`config.mk`:
```
export PLATFORM = sky130hd
export DESIGN_NAME = kmc_cell
export DESIGN_NICKNAME = d
export VERILOG_FILES = /design/src/sv/kmc_pkg.sv /design/src/sv/kmc_cell.sv
export SDC_FILE = /design/constraint.sdc
export NUM_CORES = 2
export LEC_CHECK = 0
export BUFFER_PORTS_ARGS = -buffer_cell sky130_fd_sc_hd__buf_4
export CORE_ASPECT_RATIO = 0.6
export CORE_MARGIN = 2
export CORE_UTILIZATION = 30
export DETAILED_ROUTE_END_ITERATION = 6
export PLACE_DENSITY = 0.57
export SLEW_MARGIN = 5
export SYNTH_ARGS = -nofsm -noshare
export SYNTH_HDL_FRONTEND = slang
export SYNTH_SLANG_ARGS = --single-unit
```
`constraint.sdc`:
```
create_clock -name clk -period 11.75 [get_ports clk]
set_clock_uncertainty 0.15 [all_clocks]
set_input_delay 2.35 -clock clk [delete_from_list [all_inputs] [get_ports clk]]
set_output_delay 2.35 -clock clk [all_outputs]
set_load 0.005 [all_outputs]
```
`src/sv/kmc_pkg.sv`:
```
// kmc_pkg: shared types and constants of the 2-D k-means clustering block.
// No dependencies; imported by every module of the block.
package kmc_pkg;

  // Configuration port layout
  localparam int CFG_ADDR_W = 3;
  localparam int CFG_DATA_W = 32;
  localparam int CLUSTER_CFG_W = 5;
  localparam int ROUND_CFG_W = 8;
  localparam logic CFG_SEL_NUM_CLUST = 1'b0;      // byte address 0
  localparam logic CFG_SEL_ROUND_COUNT = 1'b1;    // byte address 4
  localparam logic [CLUSTER_CFG_W-1:0] NUM_CLUST_RST = 5'd4;
  localparam logic [ROUND_CFG_W-1:0] ROUND_COUNT_RST = 8'd10;

  // Top-level sequencer
  typedef enum logic [5:0] {
    ST_LOAD   = 6'b000001,
    ST_SEED   = 6'b000010,
    ST_ASSIGN = 6'b000100,
    ST_DRAIN  = 6'b001000,
    ST_RECOMP = 6'b010000,
    ST_EMIT   = 6'b100000
  } kmc_state_t;

  // Centroid update sub-steps
  typedef enum logic [2:0] {
    PH_CHK = 3'b001,
    PH_WY  = 3'b010,
    PH_WX  = 3'b100
  } kmc_phase_t;

  // Broadcast controls from the sequencer to every cell
  typedef struct packed {
    logic clear;    // zero sums and member counts
    logic cen_we;   // centroid write, addressed by cell index
    logic acc_vld;  // accumulate a labeled point, addressed by cell index
  } cell_ctl_t;

endpackage

```
`src/sv/kmc_cell.sv`:
```
// kmc_cell: one cluster cell of the distance chain; holds a centroid, its sums and count.
// Depends on kmc_pkg.
module kmc_cell import kmc_pkg::*; #(
  parameter int CELL_IDX = 0,
  parameter int COORD_BITS = 24,
  parameter int IW = 4,
  parameter int SUM_W = 35,
  parameter int CNT_W = 11,
  parameter int D_W = 51
) (
  input  logic                         clk,
  input  logic                         rst_n,
  input  cell_ctl_t                    ctl,
  input  logic                         active,
  input  logic [IW-1:0]                cen_idx,
  input  logic signed [COORD_BITS-1:0] cen_y_in,
  input  logic signed [COORD_BITS-1:0] cen_x_in,
  input  logic [IW-1:0]                acc_idx,
  input  logic signed [COORD_BITS-1:0] acc_y,
  input  logic signed [COORD_BITS-1:0] acc_x,
  input  logic                         i_vld,
  input  logic signed [COORD_BITS-1:0] i_y,
  input  logic signed [COORD_BITS-1:0] i_x,
  input  logic                         i_bvld,
  input  logic [D_W-1:0]               i_bd,
  input  logic [IW-1:0]                i_bidx,
  output logic                         o_vld,
  output logic signed [COORD_BITS-1:0] o_y,
  output logic signed [COORD_BITS-1:0] o_x,
  output logic                         o_bvld,
  output logic [D_W-1:0]               o_bd,
  output logic [IW-1:0]                o_bidx,
  output logic signed [COORD_BITS-1:0] cen_y,
  output logic signed [COORD_BITS-1:0] cen_x,
  output logic signed [SUM_W-1:0]      sum_y,
  output logic signed [SUM_W-1:0]      sum_x,
  output logic [CNT_W-1:0]             size
);

  localparam logic [IW-1:0] MY_IDX = IW'(CELL_IDX);

  logic signed [COORD_BITS-1:0] cen_y_r, cen_x_r;
  logic signed [SUM_W-1:0]      sum_y_r, sum_x_r;
  logic [CNT_W-1:0]             size_r;

  // stage 1: coordinate distance
  logic                         s1_vld_r, s1_bvld_r;
  logic signed [COORD_BITS-1:0] s1_y_r, s1_x_r;
  logic [D_W-1:0]               s1_bd_r;
  logic [IW-1:0]                s1_bidx_r;
  logic [COORD_BITS:0]          dy_r, dx_r;
  // stage 2: squares
  logic                         s2_vld_r, s2_bvld_r;
  logic signed [COORD_BITS-1:0] s2_y_r, s2_x_r;
  logic [D_W-1:0]               s2_bd_r;
  logic [IW-1:0]                s2_bidx_r;
  logic [2*COORD_BITS+1:0]      sqy_r, sqx_r;
  // stage 3: compare, hand to neighbor
  logic                         o_vld_r, o_bvld_r;
  logic signed [COORD_BITS-1:0] o_y_r, o_x_r;
  logic [D_W-1:0]               o_bd_r;
  logic [IW-1:0]                o_bidx_r;

  logic signed [COORD_BITS:0] diff_y, diff_x;
  logic [D_W-1:0]             dsq;
  logic                       take;

  assign diff_y = {cen_y_r[COORD_BITS-1], cen_y_r} - {i_y[COORD_BITS-1], i_y};
  assign diff_x = {cen_x_r[COORD_BITS-1], cen_x_r} - {i_x[COORD_BITS-1], i_x};
  assign dsq = D_W'(sqy_r) + D_W'(sqx_r);
  // strict compare keeps the lower index on a tie
  assign take = active && (!s2_bvld_r || (dsq < s2_bd_r));

  always_ff @(posedge clk) begin
    if (!rst_n) begin
      s1_vld_r <= 1'b0;
      s2_vld_r <= 1'b0;
      o_vld_r  <= 1'b0;
      size_r   <= '0;
      sum_y_r  <= '0;
      sum_x_r  <= '0;
    end else begin
      s1_vld_r <= i_vld;
      s2_vld_r <= s1_vld_r;
      o_vld_r  <= s2_vld_r;
      if (ctl.clear) begin
        size_r  <= '0;
        sum_y_r <= '0;
        sum_x_r <= '0;
      end else if (ctl.acc_vld && (acc_idx == MY_IDX)) begin
        size_r  <= size_r + CNT_W'(1);
        sum_y_r <= sum_y_r + {{(SUM_W-COORD_BITS){acc_y[COORD_BITS-1]}}, acc_y};
        sum_x_r <= sum_x_r + {{(SUM_W-COORD_BITS){acc_x[COORD_BITS-1]}}, acc_x};
      end
    end
  end

  always_ff @(posedge clk) begin
    if (ctl.cen_we && (cen_idx == MY_IDX)) begin
      cen_y_r <= cen_y_in;
      cen_x_r <= cen_x_in;
    end
    s1_bvld_r <= i_bvld;
    s1_y_r    <= i_y;
    s1_x_r    <= i_x;
    s1_bd_r   <= i_bd;
    s1_bidx_r <= i_bidx;
    dy_r      <= diff_y[COORD_BITS] ? $unsigned(-diff_y) : $unsigned(diff_y);
    dx_r      <= diff_x[COORD_BITS] ? $unsigned(-diff_x) : $unsigned(diff_x);
    s2_bvld_r <= s1_bvld_r;
    s2_y_r    <= s1_y_r;
    s2_x_r    <= s1_x_r;
    s2_bd_r   <= s1_bd_r;
    s2_bidx_r <= s1_bidx_r;
    sqy_r     <= dy_r * dy_r;
    sqx_r     <= dx_r * dx_r;
    o_y_r     <= s2_y_r;
    o_x_r     <= s2_x_r;
    o_bvld_r  <= s2_bvld_r || take;
    o_bd_r    <= take ? dsq : s2_bd_r;
    o_bidx_r  <= take ? MY_IDX : s2_bidx_r;
  end

  assign o_vld  = o_vld_r;
  assign o_y    = o_y_r;
  assign o_x    = o_x_r;
  assign o_bvld = o_bvld_r;
  assign o_bd   = o_bd_r;
  assign o_bidx = o_bidx_r;
  assign cen_y  = cen_y_r;
  assign cen_x  = cen_x_r;
  assign sum_y  = sum_y_r;
  assign sum_x  = sum_x_r;
  assign size   = size_r;

endmodule

```
======== Yosys cells after proc, flatten, opt, wreduce, memory -nomap -nowiden ========
Cells that the tools add are included.
storage, ports and cells
  bits in registers ....................... 594
  bits of input ports ..................... 215
  output and inout port bits .............. 234
cells by class
  add/sub/neg operators ................... 8
  $mul .................................... 2
  order comparisons ....................... 1
  mux-type cells .......................... 3
  bitwise gates (word level) .............. 1
  reductions and logical operators ........ 9
operators by type and width
  cell                                           count
  multiplier 25 x 25 -> 50 bit                   2
  adder 35 bit                                   2
  adder 50 x 50 -> 51 bit                        1
  less-than comparator 51 bit                    1
  2-to-1 mux 51 bit                              1
  negation 25 bit                                2
  subtractor 24 x 24 -> 25 bit                   2
  2-to-1 mux 24 bit                              2
  adder 11 x 1 -> 11 bit, second input constant  1
  logical NOT 4 bit                              2
  logical AND 1 bit                              3
  logical OR 1 bit                               2
  OR reduction 2 bit                             1
  logical NOT 1 bit                              1
  NOT 1 bit                                      1

======== Longest topological paths before layout ========
  depth after elaboration ................. 5
  mapped depth ............................ 29
  gate-level depth less buffers ........... 27

======== Worst setup path after synthesis ========
No wires, ideal clock.
  path type ............................... register to register
  from .................................... reg dy_r[3]
  to ...................................... reg sqy_r[42]
  library setup time ...................... 0.134 ns
  arrival time ............................ 7.063 ns
  required time ........................... 11.466 ns
  path slack .............................. 4.403 ns
  stages on the path, launching flop included .. 29
  buffers on the path ..................... 2
  period minus slack after synthesis ...... 7.347 ns
  cell sequence ........................... dfxtp_1 clkbuf_1 clkbuf_1 nand2_1 fa_1 inv_1 fa_1 inv_1 fa_1 inv_1 fa_1 inv_1 fa_1 inv_1 fa_1 inv_1 fa_1 inv_1 ha_1 a21oi_1 o21ai_1 a21oi_1 a21boi_1 a211oi_1 o21ai_1 o2111ai_1 a21oi_1 o211a_1 or4_1
on the way
  longest elaborated chain between the ends .. 1
RTL lines
  item                          line             text
  start, declared               kmc_cell.sv:51   logic [COORD_BITS:0] dy_r, dx_r;
  start signal, assigned        kmc_cell.sv:108  dy_r <= diff_y[COORD_BITS] ? $unsigned(-diff_y) : $unsigned(diff_y);
  multiplier 25 x 25 -> 50 bit  kmc_cell.sv:115  sqy_r <= dy_r * dy_r;
  end signal, assigned          kmc_cell.sv:115
  end, declared                 kmc_cell.sv:57   logic [2*COORD_BITS+1:0] sqy_r, sqx_r;
Every way passes these cells.
A chain may end at the register's enable or synchronous reset.

======== Worst setup path after layout ========
  from .................................... reg dy_r[2]
  to ...................................... reg sqy_r[42]
The elaborated chain is that of the path after synthesis.

==> impl_metrics.json <==
{
  "cts_setup_buffers": 0,
  "async_flop_share": 0,
  "period_minus_slack_ns": 8.80,
  "pin_count": 449,
  "utilization": 0.347,
  "htreeDepth": 3,
  "drt-pass1-iter-count": 6,
  "path_max_fanout": 24,
  "synth_edf_count": 48,
  "gp_congestion": 0.903,
  "period_share": 0.749,
  "totalWireLength_um": 172000,
  "yosysUniqueCellTypes": 83,
  "clockRootBuffer": "clkbuf_16",
  "critical-path-max-stage-delay_ns": 1.12,
  "vias": 44400,
  "critPathKind": "register to register",
  "cts_resized": 0,
  "post_drt_wl_per_cell_um": 17.9,
  "cts_made_buffers": 67,
  "fin_nets": 8638,
  "synth_nets": 8243,
  "maxSlewHeadroom": 0.187,
  "tightest_slew_ns": 1.22,
  "synthCells": 6499,
  "syn_area_um2": 60500,
  "fin_setup_tns_ns": 0,
  "end_kind": "register",
  "yosysWarningCount": 0,
  "max_cap_viol_count": 0,
  "start_util": 0.302,
  "most-common-layout-cells": "1,522 x inv_1, 936 x fa_1, 593 x ha_1, 582 x nand2_1, 543 x dfxtp_1",
  "status": "finished, final reports clean",
  "avgSynthCellArea_um2": 9.30,
  "holdCritPathClass": "register to register",
  "die-area_um2": 205000,
  "grt_pass1_vias": 45700,
  "cp-start-kind": "register",
  "layout_commonest_cell": "inv_1",
  "clk_pin_slew_worst_paths_ns": 0.08,
  "clk_latency_ns": 0.71,
  "cp_slowest_cell": "dfxtp_1",
  "drt_iter0_markers": 3113,
  "cts_hold_buf": 0,
  "antenna_found_initial": 12,
  "cpMostUsedCell": "fa_1",
  "grt_usage": 0.168,
  "core-area_um2": 200000,
  "die_h_um": 352,
  "hpwl_um": 139000,
  "critPathRequiredTime_ns": 12.18,
  "drive_gt1_frac": 0.0976,
  "antenna_left": 0,
  "final_hold_viol_count": 0,
  "finalSetupViolations": 0,
  "die_x_um": 584,
  "slew_violations": 0,
  "area_growth_pct": 14.7,
  "route.detailed.drc": 0,
  "nFillCells": 20400,
  "synth_ff_type": "dfxtp_1",
  "yosysSeqAreaShare": 0.204,
  "path_cells": "inv_1, nor2_1, inv_1, fa_1, inv_1, fa_1, fa_1, fa_1, fa_1, fa_1, inv_1, fa_1, inv_1, ha_1, a21o_1, a21o_1, a21oi_1, o21ai_0, a211oi_1, o21ai_1, o2111ai_1, a21oi_1, o211a_1, or4_1",
  "rsz0062_at_grt": "false",
  "rows": 127,
  "cts_tree": "yes",
  "cp.arrival_ns": 9.23,
  "post_drt_via_cell_ratio": 4.63,
  "grt_pass1_wl_um": 266000,
  "numPortBuffers": 448,
  "cts_sinks": 592,
  "clk_path_buf_depth": 3,
  "overflow": 0,
  "max_freq_mhz": 114,
  "grt_max_degree": 79,
  "synth-seq-cells": 592
}
[stage by stage]
step	hold WS (ns)	setup WS, ns	area, um2	cells
6_report	0.153	2.95	69400	9593
2_1_floorplan	0.160	4.40	60500	6499
3_3_place_gp	0.160	2.82	66900	9468
5_1_grt	0.175	2.51	69400	9593
4_1_cts	0.158	2.93	69400	9590
3_5_place_dp	0.162	2.98	66900	9468
[Yosys cell counts (all sizes together), types with 9 or more instances]
library cell	instances	area share
a21oi	303	0.025
nor2b	41	0.0042
a31oi	38	0.0039
o31ai	19	0.0025
o21a	34	0.0042
ha	593	0.12
nand3	76	0.0063
o21ai	183	0.015
inv	1522	0.094
or2	15	0.0016
clkbuf	170	0.011
nand2b	24	0.0025
dfxtp	544	0.18
nor3	44	0.0036
nand2	583	0.036
nor2	229	0.014
a21o	151	0.019
edfxtp	48	0.024
mux2	16	0.0030
a211o	9	0.0013
xor2	97	0.014
fa	936	0.31
and3	25	0.0026
o2111ai	9	0.0013
o21bai	42	0.0052
and2	268	0.028
a21boi	11	0.0014
xnor2	186	0.027
or3	25	0.0027
nor4	11	0.0011
nand4	44	0.0046
a211oi	44	0.0055
o211ai	22	0.0027
[metal layers]
metal	vias up	global-route usage	wire length, um
li1	21100	-	-
met1	21800	0.246	81900
met2	1409	0.239	69700
met3	173	0.0505	16100
met4	14	0.0387	3890
met5	-	0	98
[layout make-up]
cell class | instances | area (um2) | area share
multi-input combinational | 4208 | 41800 | 0.602
sequential | 592 | 12300 | 0.178
inverter | 1522 | 5710 | 0.0823
timing repair buffer | 503 | 3780 | 0.0545
tap | 2644 | 3310 | 0.0477
clock buffer | 86 | 1860 | 0.0268
clock inverter | 36 | 583 | 0.00840
antenna | 2 | 5.00 | 0.0000721
[registers in the layout, summed over array words and instances (netlist names), 25 cells and up]
register and cells:
sum_y 35, dx_r 25, dy_r 25, s2_bd_r 51, o_bd 51, sqy_r 49
sum_x 35, s1_bd_r 51, sqx_r 49
[worst paths after layout]
path,startpoint,end,slack [ns],cells after the start
worst max-delay path,dy_r[2],sqy_r[42],2.95,24
worst min-delay path,s1_bd_r[30],s2_bd_r[30],0.15,0
worst max register to register,dy_r[2],sqy_r[42],2.95,24
worst min register to register,s1_bd_r[30],s2_bd_r[30],0.15,0
[worst max-delay path: cells and delay by family, from the launching register on]
family          cells  cell delay, ns
fa+ha+maj           8            3.79
simple gates        2            1.01
buf+inv             5            0.59
flops               1            1.12
compound gates      9            2.01
[kinds of logic (layout without fill, tap and decap cells)]
family | count (synthesis) | in the layout | synth area share
buffers and inverters | 1699 | 2147 | 0.105
adders and majority gates | 1529 | 1529 | 0.433
and+or+nand+nor | 1417 | 1417 | 0.112
AOI/OAI and AO/OA | 958 | 958 | 0.101
DFF | 592 | 592 | 0.204
xor gates and xnor gates | 283 | 283 | 0.0410
muxes | 21 | 21 | 0.00381
other | 0 | 2 | 0
Power is left out: the tool's default activity adds up to more than one toggle a clock period on the data nets, which glitch-free logic cannot reach.
