### src/sv/kmc_pkg.sv
// kmc_pkg: shared types and constants of the 2-D k-means clustering block.
// No dependencies; imported by every module of the block.
package kmc_pkg;

  // Configuration port layout
  localparam int CFG_ADDR_W = 3;
  localparam int CFG_DATA_W = 32;
  localparam int CLUSTER_CFG_W = 5;
  localparam int ROUND_CFG_W = 8;
  localparam logic CFG_SEL_NUM_CLUST = 1'b0;      // byte address 0
  localparam logic CFG_SEL_ROUND_COUNT = 1'b1;    // byte address 4
  localparam logic [CLUSTER_CFG_W-1:0] NUM_CLUST_RST = 5'd4;
  localparam logic [ROUND_CFG_W-1:0] ROUND_COUNT_RST = 8'd10;

  // Top-level sequencer
  typedef enum logic [5:0] {
    ST_LOAD   = 6'b000001,
    ST_SEED   = 6'b000010,
    ST_ASSIGN = 6'b000100,
    ST_DRAIN  = 6'b001000,
    ST_RECOMP = 6'b010000,
    ST_EMIT   = 6'b100000
  } kmc_state_t;

  // Centroid update sub-steps
  typedef enum logic [2:0] {
    PH_CHK = 3'b001,
    PH_WY  = 3'b010,
    PH_WX  = 3'b100
  } kmc_phase_t;

  // Broadcast controls from the sequencer to every cell
  typedef struct packed {
    logic clear;    // zero sums and member counts
    logic cen_we;   // centroid write, addressed by cell index
    logic acc_vld;  // accumulate a labeled point, addressed by cell index
  } cell_ctl_t;

endpackage

### src/sv/kmc_div.sv
// kmc_div: shared restoring divider, one quotient bit per cycle, truncating toward zero.
// Depends on kmc_pkg.
module kmc_div import kmc_pkg::*; #(
  parameter int NUM_W = 35,
  parameter int DEN_W = 11,
  parameter int Q_W = 24
) (
  input  logic                    clk,
  input  logic                    rst_n,
  input  logic                    start,
  input  logic signed [NUM_W-1:0] num,
  input  logic [DEN_W-1:0]        den,
  output logic                    busy,
  output logic                    done,
  output logic signed [Q_W-1:0]   quo
);

  localparam int CW = $clog2(NUM_W + 1);

  logic             busy_r, done_r, neg_r;
  logic [CW-1:0]    cnt_r;
  logic [NUM_W-1:0] num_r;
  logic [DEN_W-1:0] rem_r, den_r;
  logic [DEN_W:0]   trial;
  logic             ge;

  assign trial = {rem_r, num_r[NUM_W-1]};
  assign ge = trial >= {1'b0, den_r};

  always_ff @(posedge clk) begin
    if (!rst_n) begin
      busy_r <= 1'b0;
      done_r <= 1'b0;
    end else begin
      done_r <= 1'b0;
      if (start) begin
        busy_r <= 1'b1;
      end else if (busy_r && (cnt_r == CW'(NUM_W - 1))) begin
        busy_r <= 1'b0;
        done_r <= 1'b1;
      end
    end
  end

  always_ff @(posedge clk) begin
    if (start) begin
      neg_r <= num[NUM_W-1];
      num_r <= num[NUM_W-1] ? $unsigned(-num) : $unsigned(num);
      den_r <= den;
      rem_r <= '0;
      cnt_r <= '0;
    end else if (busy_r) begin
      rem_r <= ge ? DEN_W'(trial - {1'b0, den_r}) : DEN_W'(trial);
      num_r <= {num_r[NUM_W-2:0], ge};
      cnt_r <= cnt_r + CW'(1);
    end
  end

  assign busy = busy_r;
  assign done = done_r;
  assign quo  = neg_r ? -Q_W'(num_r) : Q_W'(num_r);

endmodule

### config.mk
export PLATFORM = sky130hd
export DESIGN_NAME = kmc_div
export DESIGN_NICKNAME = d
export VERILOG_FILES = /design/src/sv/kmc_pkg.sv /design/src/sv/kmc_div.sv
export SDC_FILE = /design/constraint.sdc
export NUM_CORES = 1
export LEC_CHECK = 0
export BUFFER_PORTS_ARGS = -buffer_cell sky130_fd_sc_hd__buf_2
export CAP_MARGIN = 20
export CORE_UTILIZATION = 35
export DETAILED_ROUTE_END_ITERATION = 8
export PLACE_DENSITY = 0.68
export SLEW_MARGIN = 20
export SYNTH_ARGS = -nofsm -noshare
export SYNTH_HDL_FRONTEND = slang
export SYNTH_SLANG_ARGS = --single-unit
### constraint.sdc
create_clock -name clk -period 2.5 [get_ports clk]
set_input_delay 0.5 -clock clk [delete_from_list [all_inputs] [get_ports clk]]
set_output_delay 0.5 -clock clk [all_outputs]
set_load 0.005 [all_outputs]
== Yosys cells after proc, flatten, opt, wreduce, memory -nomap -nowiden ==
Cells that the tools add are included.
Operators by class
  add/subtract/negate cells: 4
  multipliers: 0
  divide/modulo/power cells: 0
  $lt $le $gt $ge: 1
  equality and inequality tests: 1
  shift-type cells: 0
  mux-type cells: 8
  bitwise logic cells: 1
  reduce and logical (&&, ||, !) cells: 4
Operators with widths (number)
  $mux 35: 3
  $neg 35->35: 1
  $mux 24: 1
  $neg 24->24: 1
  $ge 12x11->1: 1
  $mux 11: 1
  $sub 11x11->11: 1
  $add 6x1->6 const B: 1
  $eq 6x6->1 const B: 1
  $reduce_bool 2->1: 2
  $mux 1: 3
  $reduce_or 2->1: 1
  $logic_and 1x1->1: 1
  $not 1->1: 1
Storage, ports and cells
  bits in registers: 66
  latch bits: 0
  RAM bits: 0
  memory bits (read-only): 0
  input bits: 49
  output and inout port bits: 26
  word-level logic and storage cells: 26
  memories kept: 0

== Longest topological paths before layout ==
Gate-level depths: netlist of run 1.
  word-level depth: 4
  gate-level depth with buffers: 10
  mapped depth without buffers: 9

== Least setup slack after synthesis of run 1 ==
Ideal clock, no wire load.
  path type: flip-flop to output port
  start point: reg num_r[11]
  end point: out quo[23]
  arrival time: 2154 ps
  required time: 2000 ps
  path slack: -154 ps
  stages on the path, launching flop included: 6
  cell sequence: edfxtp_1 > or4_4 > or4_4 > or3_4 > o41ai_4 > xnor2_1
On the way
  longest elaborated chain between the ends: 2
Ends and longest elaborated chain
  start: declaration: line kmc_div.sv:22  | logic [NUM_W-1:0] num_r;
  start signal: assignment: line kmc_div.sv:48  | num_r <= num[NUM_W-1] ? $unsigned(-num) : $unsigned(num);
  start signal: assignment: line kmc_div.sv:54  | num_r <= {num_r[NUM_W-2:0], ge};
  $neg 24->24: line kmc_div.sv:61  | assign quo = neg_r ? -Q_W'(num_r) : Q_W'(num_r);
  $mux 24: line kmc_div.sv:61
  end: declaration: line kmc_div.sv:15  | output logic signed [Q_W-1:0] quo
No other way between the ends.

== Worst setup path in the final report of run 1 ==
Same ends and word-level chain as after synthesis.

==> reports/metrics.yaml, run 1 <==
outcome:
  status: "finished, violations left"
  violations: "negative setup slack"
route:
  drt_pass1_iterations: 4
  antenna_left: 0
  drt-vias-per-instance: 5.237
  postRouteWirelength_um: 10710
  drt_iter0_drc: 287
  drc: 0
  dr_total_vias: 3891
  wire_per_inst_um: 14.41
pwr:
  vdd_drop_max_uv: 289.5
  p_leak_nw: 2.336
  powerDensity_nw_per_um2: 616.5
floorplan:
  fp.dieW_um: 113.1
  initial_core_util_pct: 35.95
  rows: 40
  dieArea_um2: 12780
  die_h_um: 113.1
  core_area_um2: 12010
  ioPinCount: 75
clock_tree:
  h-tree-depth: 3
  numCtsBuffers: 9
  postCtsHoldBufs: 0
  path_clk_slew_ps: 60
  cts_tree: "done"
  clock_latency_ps: 330
  cts_buffer_depth: 2
  ctsRootBufferMaster: "clkbuf_16"
  cts_sinks: 66
setup_path:
  criticalPathCategory: "reg2out"
  endpoint_kind: "output port"
  critPathMaxFanout: 2
  crit_arrival_ps: 2710
  start_kind: "flip-flop"
  reg2reg_depth: 11
  worst_ep_required_time_ps: 2000
  r2r-end: "rem_r[6]"
  rrSetupSlack_ps: 180
  r2r_start: "num_r[34]"
worst_hold_path:
  holdPathEnd: "den_r[5]"
  hold_class: "in2reg"
  hold_start: "den[5]"
  holdPathStages: 1
yosys:
  synth_warnings: 0
  synth_area_um2: 4318
  synth.area.top_cells: "edfxtp_1 (33%), dfxtp_1 (8.8%), xor2_1 (7.3%)"
  ys_types: 53
  ys_seq_elements: 66
  async_flop_share_pct: 0
  netlist_instances: 465
  synth_top_area_cell: "edfxtp_1"
  synth-edff-count: 47
  syn_nets: 530
  ys.flop_type: "edfxtp_1"
  avgSynthCellArea_um2: 9.286
  synth-seq-area-share_pct: 41.50
  yosysTopAreaCellShare_pct: 32.69
global_routing:
  grt_pass1_vias: 3667
  antenna_found_initial: 0
  grt_overflow_total: 0
  grt_max_degree: 54
  grt_usage_pct: 16.77
  grt_pass1_wl_um: 17200
run:
  maxCapViolCount: 0
timing:
  fin_crit_sh_pct: 128.5
  clock_skew_ps: 6.686
  clock.fmax_mhz: 311.2
  finalSetupViolCount: 16
  worst_pin_slew_ps: 548.1
  timing.final.ws_setup_ps: -713.1
  finalWorstPathRequiredPeriod_ps: 3213
  drv_slew: 0
  hold_viol: 0
  slew_headroom_pct: 63.46
  grt_setup_unrepaired: "true"
final_layout:
  mostFrequentLayoutCells: "buf_2 (75), nor2_1 (58), buf_4 (52), edfxtp_1 (47), a21oi_1 (41)"
  areaGrowthSynthToFinish_pct: 32.43
  final_common_cell: "buf_2"
  final_layout_size_suffix_gt1_share_pct: 30.37
  diodes: 0
  finalNetCount: 656
  final_area_um2: 5718
  final_cells: 743
  post-route-util_pct: 47.60
place:
  place.detailed.hpwl_um: 7589
  place_inst: 716
  portBuffers: 74
  placedInstanceArea_um2: 5195
  place_congestion: 0.8515
  dp_slack_ps: -365.1
through the flow:
stage / power, W / TNS, ps / hold WS, ps
finish: 0.003525 / -7735 / 342.5
global route: 0.003699 / -8796 / 330.6
CTS: 0.003514 / -7748 / 330.7
detailed placement: 0.002226 / -3125 / 494.3
global placement: 0.002198 / -2313 / 461.3
floorplan: 0.001896 / -662.7 / 453.4
critical path: stages, from the launching register on:
cell and delay (ps):
edfxtp_1 400, or4_4 540, or4_4 450, or3_4 420, o41ai_4 280, xnor2_1 160
buf_2 130
flip-flops by register name, indices dropped and copies added, names as in the netlist:
signal  flops
neg_r       1
done        1
rem_r      11
num_r      35
busy        1
cnt_r       6
den_r      11
kinds of logic (layout without fill, tap and decap cells):
| logic type | after synthesis | after routing | share of synthesized area [%] |
|---|---|---|---|
| and+or+nand+nor | 153 | 153 | 18.26 |
| buffers and inverters | 41 | 172 | 3.680 |
| xor gates and xnor gates | 63 | 63 | 12.78 |
| AOI/OAI and AO/OA | 118 | 118 | 17.10 |
| DFF | 66 | 66 | 41.50 |
| adders and majority gates | 16 | 16 | 4.810 |
| muxes | 8 | 8 | 1.884 |
power by group:
part	internal, W	switching [W]
logic	0.000437	0.000471
clock network	0.000797	0.000453
registers	0.00130	0.0000685
total	0.00253	0.000992
metal layers:
metal / GRT usage, % / wire [um]
met3: 3.160 / 418
met4: 5.702 / 148
met1: 21.11 / 4974
met5: 0 / 0
met2: 28.83 / 5166
layout make-up:
type,instances,area [um2]
Tap cell,147,183.9
Inverter,21,78.83
Clock buffer,13,250.2
Timing Repair Buffer,135,882.1
Clock inverter,3,40.04
Multi-Input combinational cell,358,2491
Sequential cell,66,1792
Fill cell,1091,6294
worst max-delay path by stage:
stage,start,endpoint,slack [ps],cells past startpoint
3_3_place_gp,num_r[11],quo[23],-300,6
5_1_grt,num_r[11],quo[22],-780,7
3_5_place_dp,num_r[11],quo[23],-370,6
6_report,num_r[11],quo[23],-710,6
2_1_floorplan,num_r[11],quo[23],-150,5
4_1_cts,num_r[5],quo[23],-690,7
timing repair:
item,4_1_cts,5_1_grt
endpoints found under the setup margin,17,24
gates cloned,0,1
gates resized for setup,23,13
pin swaps,5,15
setup buffers,6,5
synth_stat cells, types with 2 or more instances:
master    instances
a311oi_1          2
clkbuf_1         16
o211ai_1          2
o31ai_1          14
o21a_1            2
nor2_1           58
o21ai_0          28
buf_1             2
mux2i_1           7
nor2b_1           6
a21oi_1          41
nand4_1           5
o31a_1            2
or4_4             2
xnor2_1          27
nor4b_1           2
o22ai_1           3
nor3_1            5
nand3_1           7
nand2_1          28
or3_1            11
nand2b_1          7
a211oi_1          9
edfxtp_1         47
o41ai_1           8
xor2_1           36
nor4_1            2
dfxtp_1          19
o21ai_1           3
ha_1             15
nor4_2            2
or4_1             6
inv_1            21
(Power assumes the default switching activity.)
==> inputs of run 2 (changes only) <==
ABC_AREA = 1   (was unset)
PLACE_DENSITY = 0.67   (was 0.68)
REMOVE_ABC_BUFFERS = 1   (was unset)
SETUP_SLACK_MARGIN = 0.5   (was unset)
==> reports/metrics.yaml, run 2 <==
floorplan:
  ioPinCount: 75  # unchanged
  rows: 43  # +7.5%
  initial_core_util_pct: 36.23  # +0.28 points
  core_area_um2: 13990  # +16%
  dieArea_um2: 14960  # +17%
  fp.dieW_um: 122.3  # +8.2%
  die_h_um: 122.3  # +8.2%
worst_hold_path:
  hold_class: "in2reg"
  holdPathEnd: "den_r[10]"
  hold_start: "den[10]"
  holdPathStages: 1  # unchanged
place:
  place.detailed.hpwl_um: 10410  # +37%
  dp_slack_ps: 144.4  # +509.6 ps
  place_congestion: 0.8985  # +5.5%
  portBuffers: 74  # unchanged
timing:
  clock_skew_ps: 7.467  # +0.7810 ps
  slew_headroom_pct: 64.64  # +1.2 points
  hold_viol: 0  # unchanged
  fin_crit_sh_pct: 98.13  # -30 points
  worst_pin_slew_ps: 530.4  # -17.73 ps
  clock.fmax_mhz: 407.6  # +31%
  drv_slew: 0  # unchanged
  finalSetupViolCount: 0  # -16
  finalWorstPathRequiredPeriod_ps: 2453  # -759.8 ps
  timing.final.ws_setup_ps: 46.68  # +759.8 ps
  grt_setup_unrepaired: "true"
route:
  drc: 0  # unchanged
  antenna_left: 0  # unchanged
  postRouteWirelength_um: 14930  # +39%
  drt_pass1_iterations: 5  # +1
  dr_total_vias: 5234  # +35%
  drt_iter0_drc: 425  # +48%
  drt-vias-per-instance: 4.966  # -5.2%
  wire_per_inst_um: 14.16  # -1.7%
run:
  maxCapViolCount: 0  # unchanged
pwr:
  p_leak_nw: 2.961  # +27%
  vdd_drop_max_uv: 338.9  # +17%
  seqPwrFrac_pct: 39.6  # +0.8 points
  switching_share_pct: 31.03  # +2.9 points
  p_sw_w: 0.001068  # +7.7%
  intPower_w: 0.002374  # -6.3%
  powerDensity_nw_per_um2: 534.2  # -13%
  combPwrFrac_pct: 22.9  # -2.8 points
  clkPwrFrac_pct: 37.6  # +2.2 points
global_routing:
  grt_usage_pct: 20.19  # +3.4 points
  grt_max_degree: 47  # -13%
  grt_overflow_total: 0  # unchanged
  grt_pass1_vias: 4801  # +31%
  antenna_found_initial: 0  # unchanged
  grt_pass1_wl_um: 23150  # +35%
yosys:
  synth_area_um2: 5067  # +17%
  synth-edff-count: 47  # unchanged
  synth.most_common_cell: "nand2_1"
  avgSynthCellArea_um2: 6.615  # -29%
  ys.flop_type: "edfxtp_1"
  synth-seq-area-share_pct: 35.36  # -6.1 points
  netlist_instances: 766  # +65%
  ys_seq_elements: 66  # unchanged
  synth_top_area_cell: "edfxtp_1"
  ys_types: 35  # -34%
  yosysTopAreaCellShare_pct: 27.85  # -4.8 points
  synth.area.top_cells: "edfxtp_1 (28%), nand2_1 (18%), nor2_1 (8.7%)"
  async_flop_share_pct: 0  # unchanged
  synth_warnings: 0  # unchanged
  synth_common_cells: "nand2_1 (249), nor2_1 (118), inv_1 (84), nand3_1 (72), edfxtp_1 (47)"
final_layout:
  mostFrequentLayoutCells: "nand2_1 (242), nor2_1 (112), inv_1 (76), buf_2 (74), nand3_1 (62)"
  areaGrowthSynthToFinish_pct: 27.16
  diodes: 0  # unchanged
  largest-register: "num_r"
  fill_cells: 1419  # +30%
  final_layout_size_suffix_gt1_share_pct: 21.17  # -9.2 points
  final_common_cell: "nand2_1"
  multi_input_area_um2: 3133  # +26%
  finalNetCount: 934  # +42%
  post-route-util_pct: 46.06  # -1.5 points
  top_regs: "num_r (35), den_r (11), rem_r (11)"
  seqCellArea_um2: 1792  # unchanged
  largest_reg_flops: 35  # unchanged
clock_tree:
  cts_buffer_depth: 2  # unchanged
  numCtsBuffers: 9  # unchanged
  path_clk_slew_ps: 60  # about the same
  cts_sinks: 66  # unchanged
  clock_latency_ps: 350  # +20 ps
  cts_tree: "done"
  postCtsHoldBufs: 0  # unchanged
  h-tree-depth: 3  # unchanged
  ctsRootBufferMaster: "clkbuf_16"
setup_path:
  worst_ep_required_time_ps: 2000  # about the same
  endpoint_kind: "output port"
  r2r_start: "den_r[0]"
  reg2reg_depth: 11  # unchanged
  start_kind: "flip-flop"
  criticalPathCategory: "reg2out"
  crit_arrival_ps: 1950  # -760 ps
  rrSetupSlack_ps: 550  # +370 ps
  critPathMaxFanout: 3  # +1
  r2r-end: "rem_r[8]"
  timing.critical_path.from: "num_r[4]"
outcome:
  status: "finished clean"
[run 2: cell types whose count changed in the layout (fill, tap and decap cells not counted), moves of 8 or more]
cell / previous run / this run
nand3_2: 0 / 8
or3_1: 8 / 0
nor2_1: 58 / 112
inv_1: 21 / 76
inv_2: 0 / 8
o31ai_1: 12 / 0
xor2_1: 36 / 27
nand3_1: 7 / 62
a21oi_1: 41 / 14
a211oi_1: 9 / 0
nand2_1: 25 / 242
buf_4: 52 / 31
xnor2_1: 26 / 6
[run 2: timing repair]
item                       in CTS  in global routing
cloned                          2                  0
setup endpoints to repair      33                 33
pin swaps                       7                 14
buffers inserted               18                 11
resized for setup              35                 33
[run 2: metrics by stage]
step / instance area, um2 / instances / hold WS (ps) / total power (W) / TNS [ps]
final: 6444 / 1054 / 328.2 / 0.003442 / 0
after global routing: 6444 / 1054 / 323.4 / 0.003592 / -177.2
after CTS: 6208 / 1043 / 320.2 / 0.003383 / 0
after detailed placement: 5638 / 1007 / 466.0 / 0.002028 / 0
after global placement: 5638 / 1007 / 460.6 / 0.002024 / 0
after floorplan: 4970 / 745 / 443.8 / 0.001740 / 0
[run 2: layout make-up]
type	instances	share of cell area [%]
clock buffer	10	3.553
multi-input combinational	596	48.62
sequential	66	27.81
clock inverter	6	1.029
tap	180	3.495
inverter	85	4.951
timing repair buffer	111	10.54
[run 2: logic make-up (layout without fill, tap and decap cells)]
family | Yosys count | count (layout) | share of synthesized area [%]
simple gates | 480 | 482 | 39.80
buf+inv | 106 | 212 | 8.222
flops | 66 | 66 | 35.36
compound gates | 65 | 65 | 6.815
xor+xnor | 33 | 33 | 5.704
fa+ha+maj | 16 | 16 | 4.099
[run 2: power by group through the flow]
stage	clock network, W	logic [W]	registers (W)
global route	0.00135	0.000873	0.00137
finish	0.00129	0.000787	0.00136
CTS	0.00131	0.000724	0.00135
detailed placement	0	0.000650	0.00138
floorplan	0	0.000383	0.00136
global placement	0	0.000648	0.00138
[run 2: how the worst max path moves through the flow]
stage	endpoint	cells past startpoint
2_1_floorplan	num_r[0]	10
3_3_place_gp	num_r[0]	10
3_5_place_dp	num_r[0]	10
4_1_cts	quo[23]	10
5_1_grt	quo[14]	10
6_report	quo[14]	10
[run 2: routing by layer]
layer / share of wire [%] / wire length (um) / vias up / global-route usage, %
met5: 0 / 0 / - / 0
met4: 3.3 / 491 / 0 / 9.527
li1: - / - / 2684 / -
met1: 45 / 6777 / 2363 / 27.48
met2: 46 / 6800 / 154 / 31.32
met3: 5.7 / 856 / 33 / 3.020
[run 2: worst max-delay path: stages, from the launching register on]
cell and delay [ps]:
edfxtp_1 450, buf_4 180, inv_1 90, nand4_1 110, nor2_1 170, nand2_1 90
nand2_2 80, o21ai_2 70, o21ai_1 140, nand2_1 90, buf_2 130
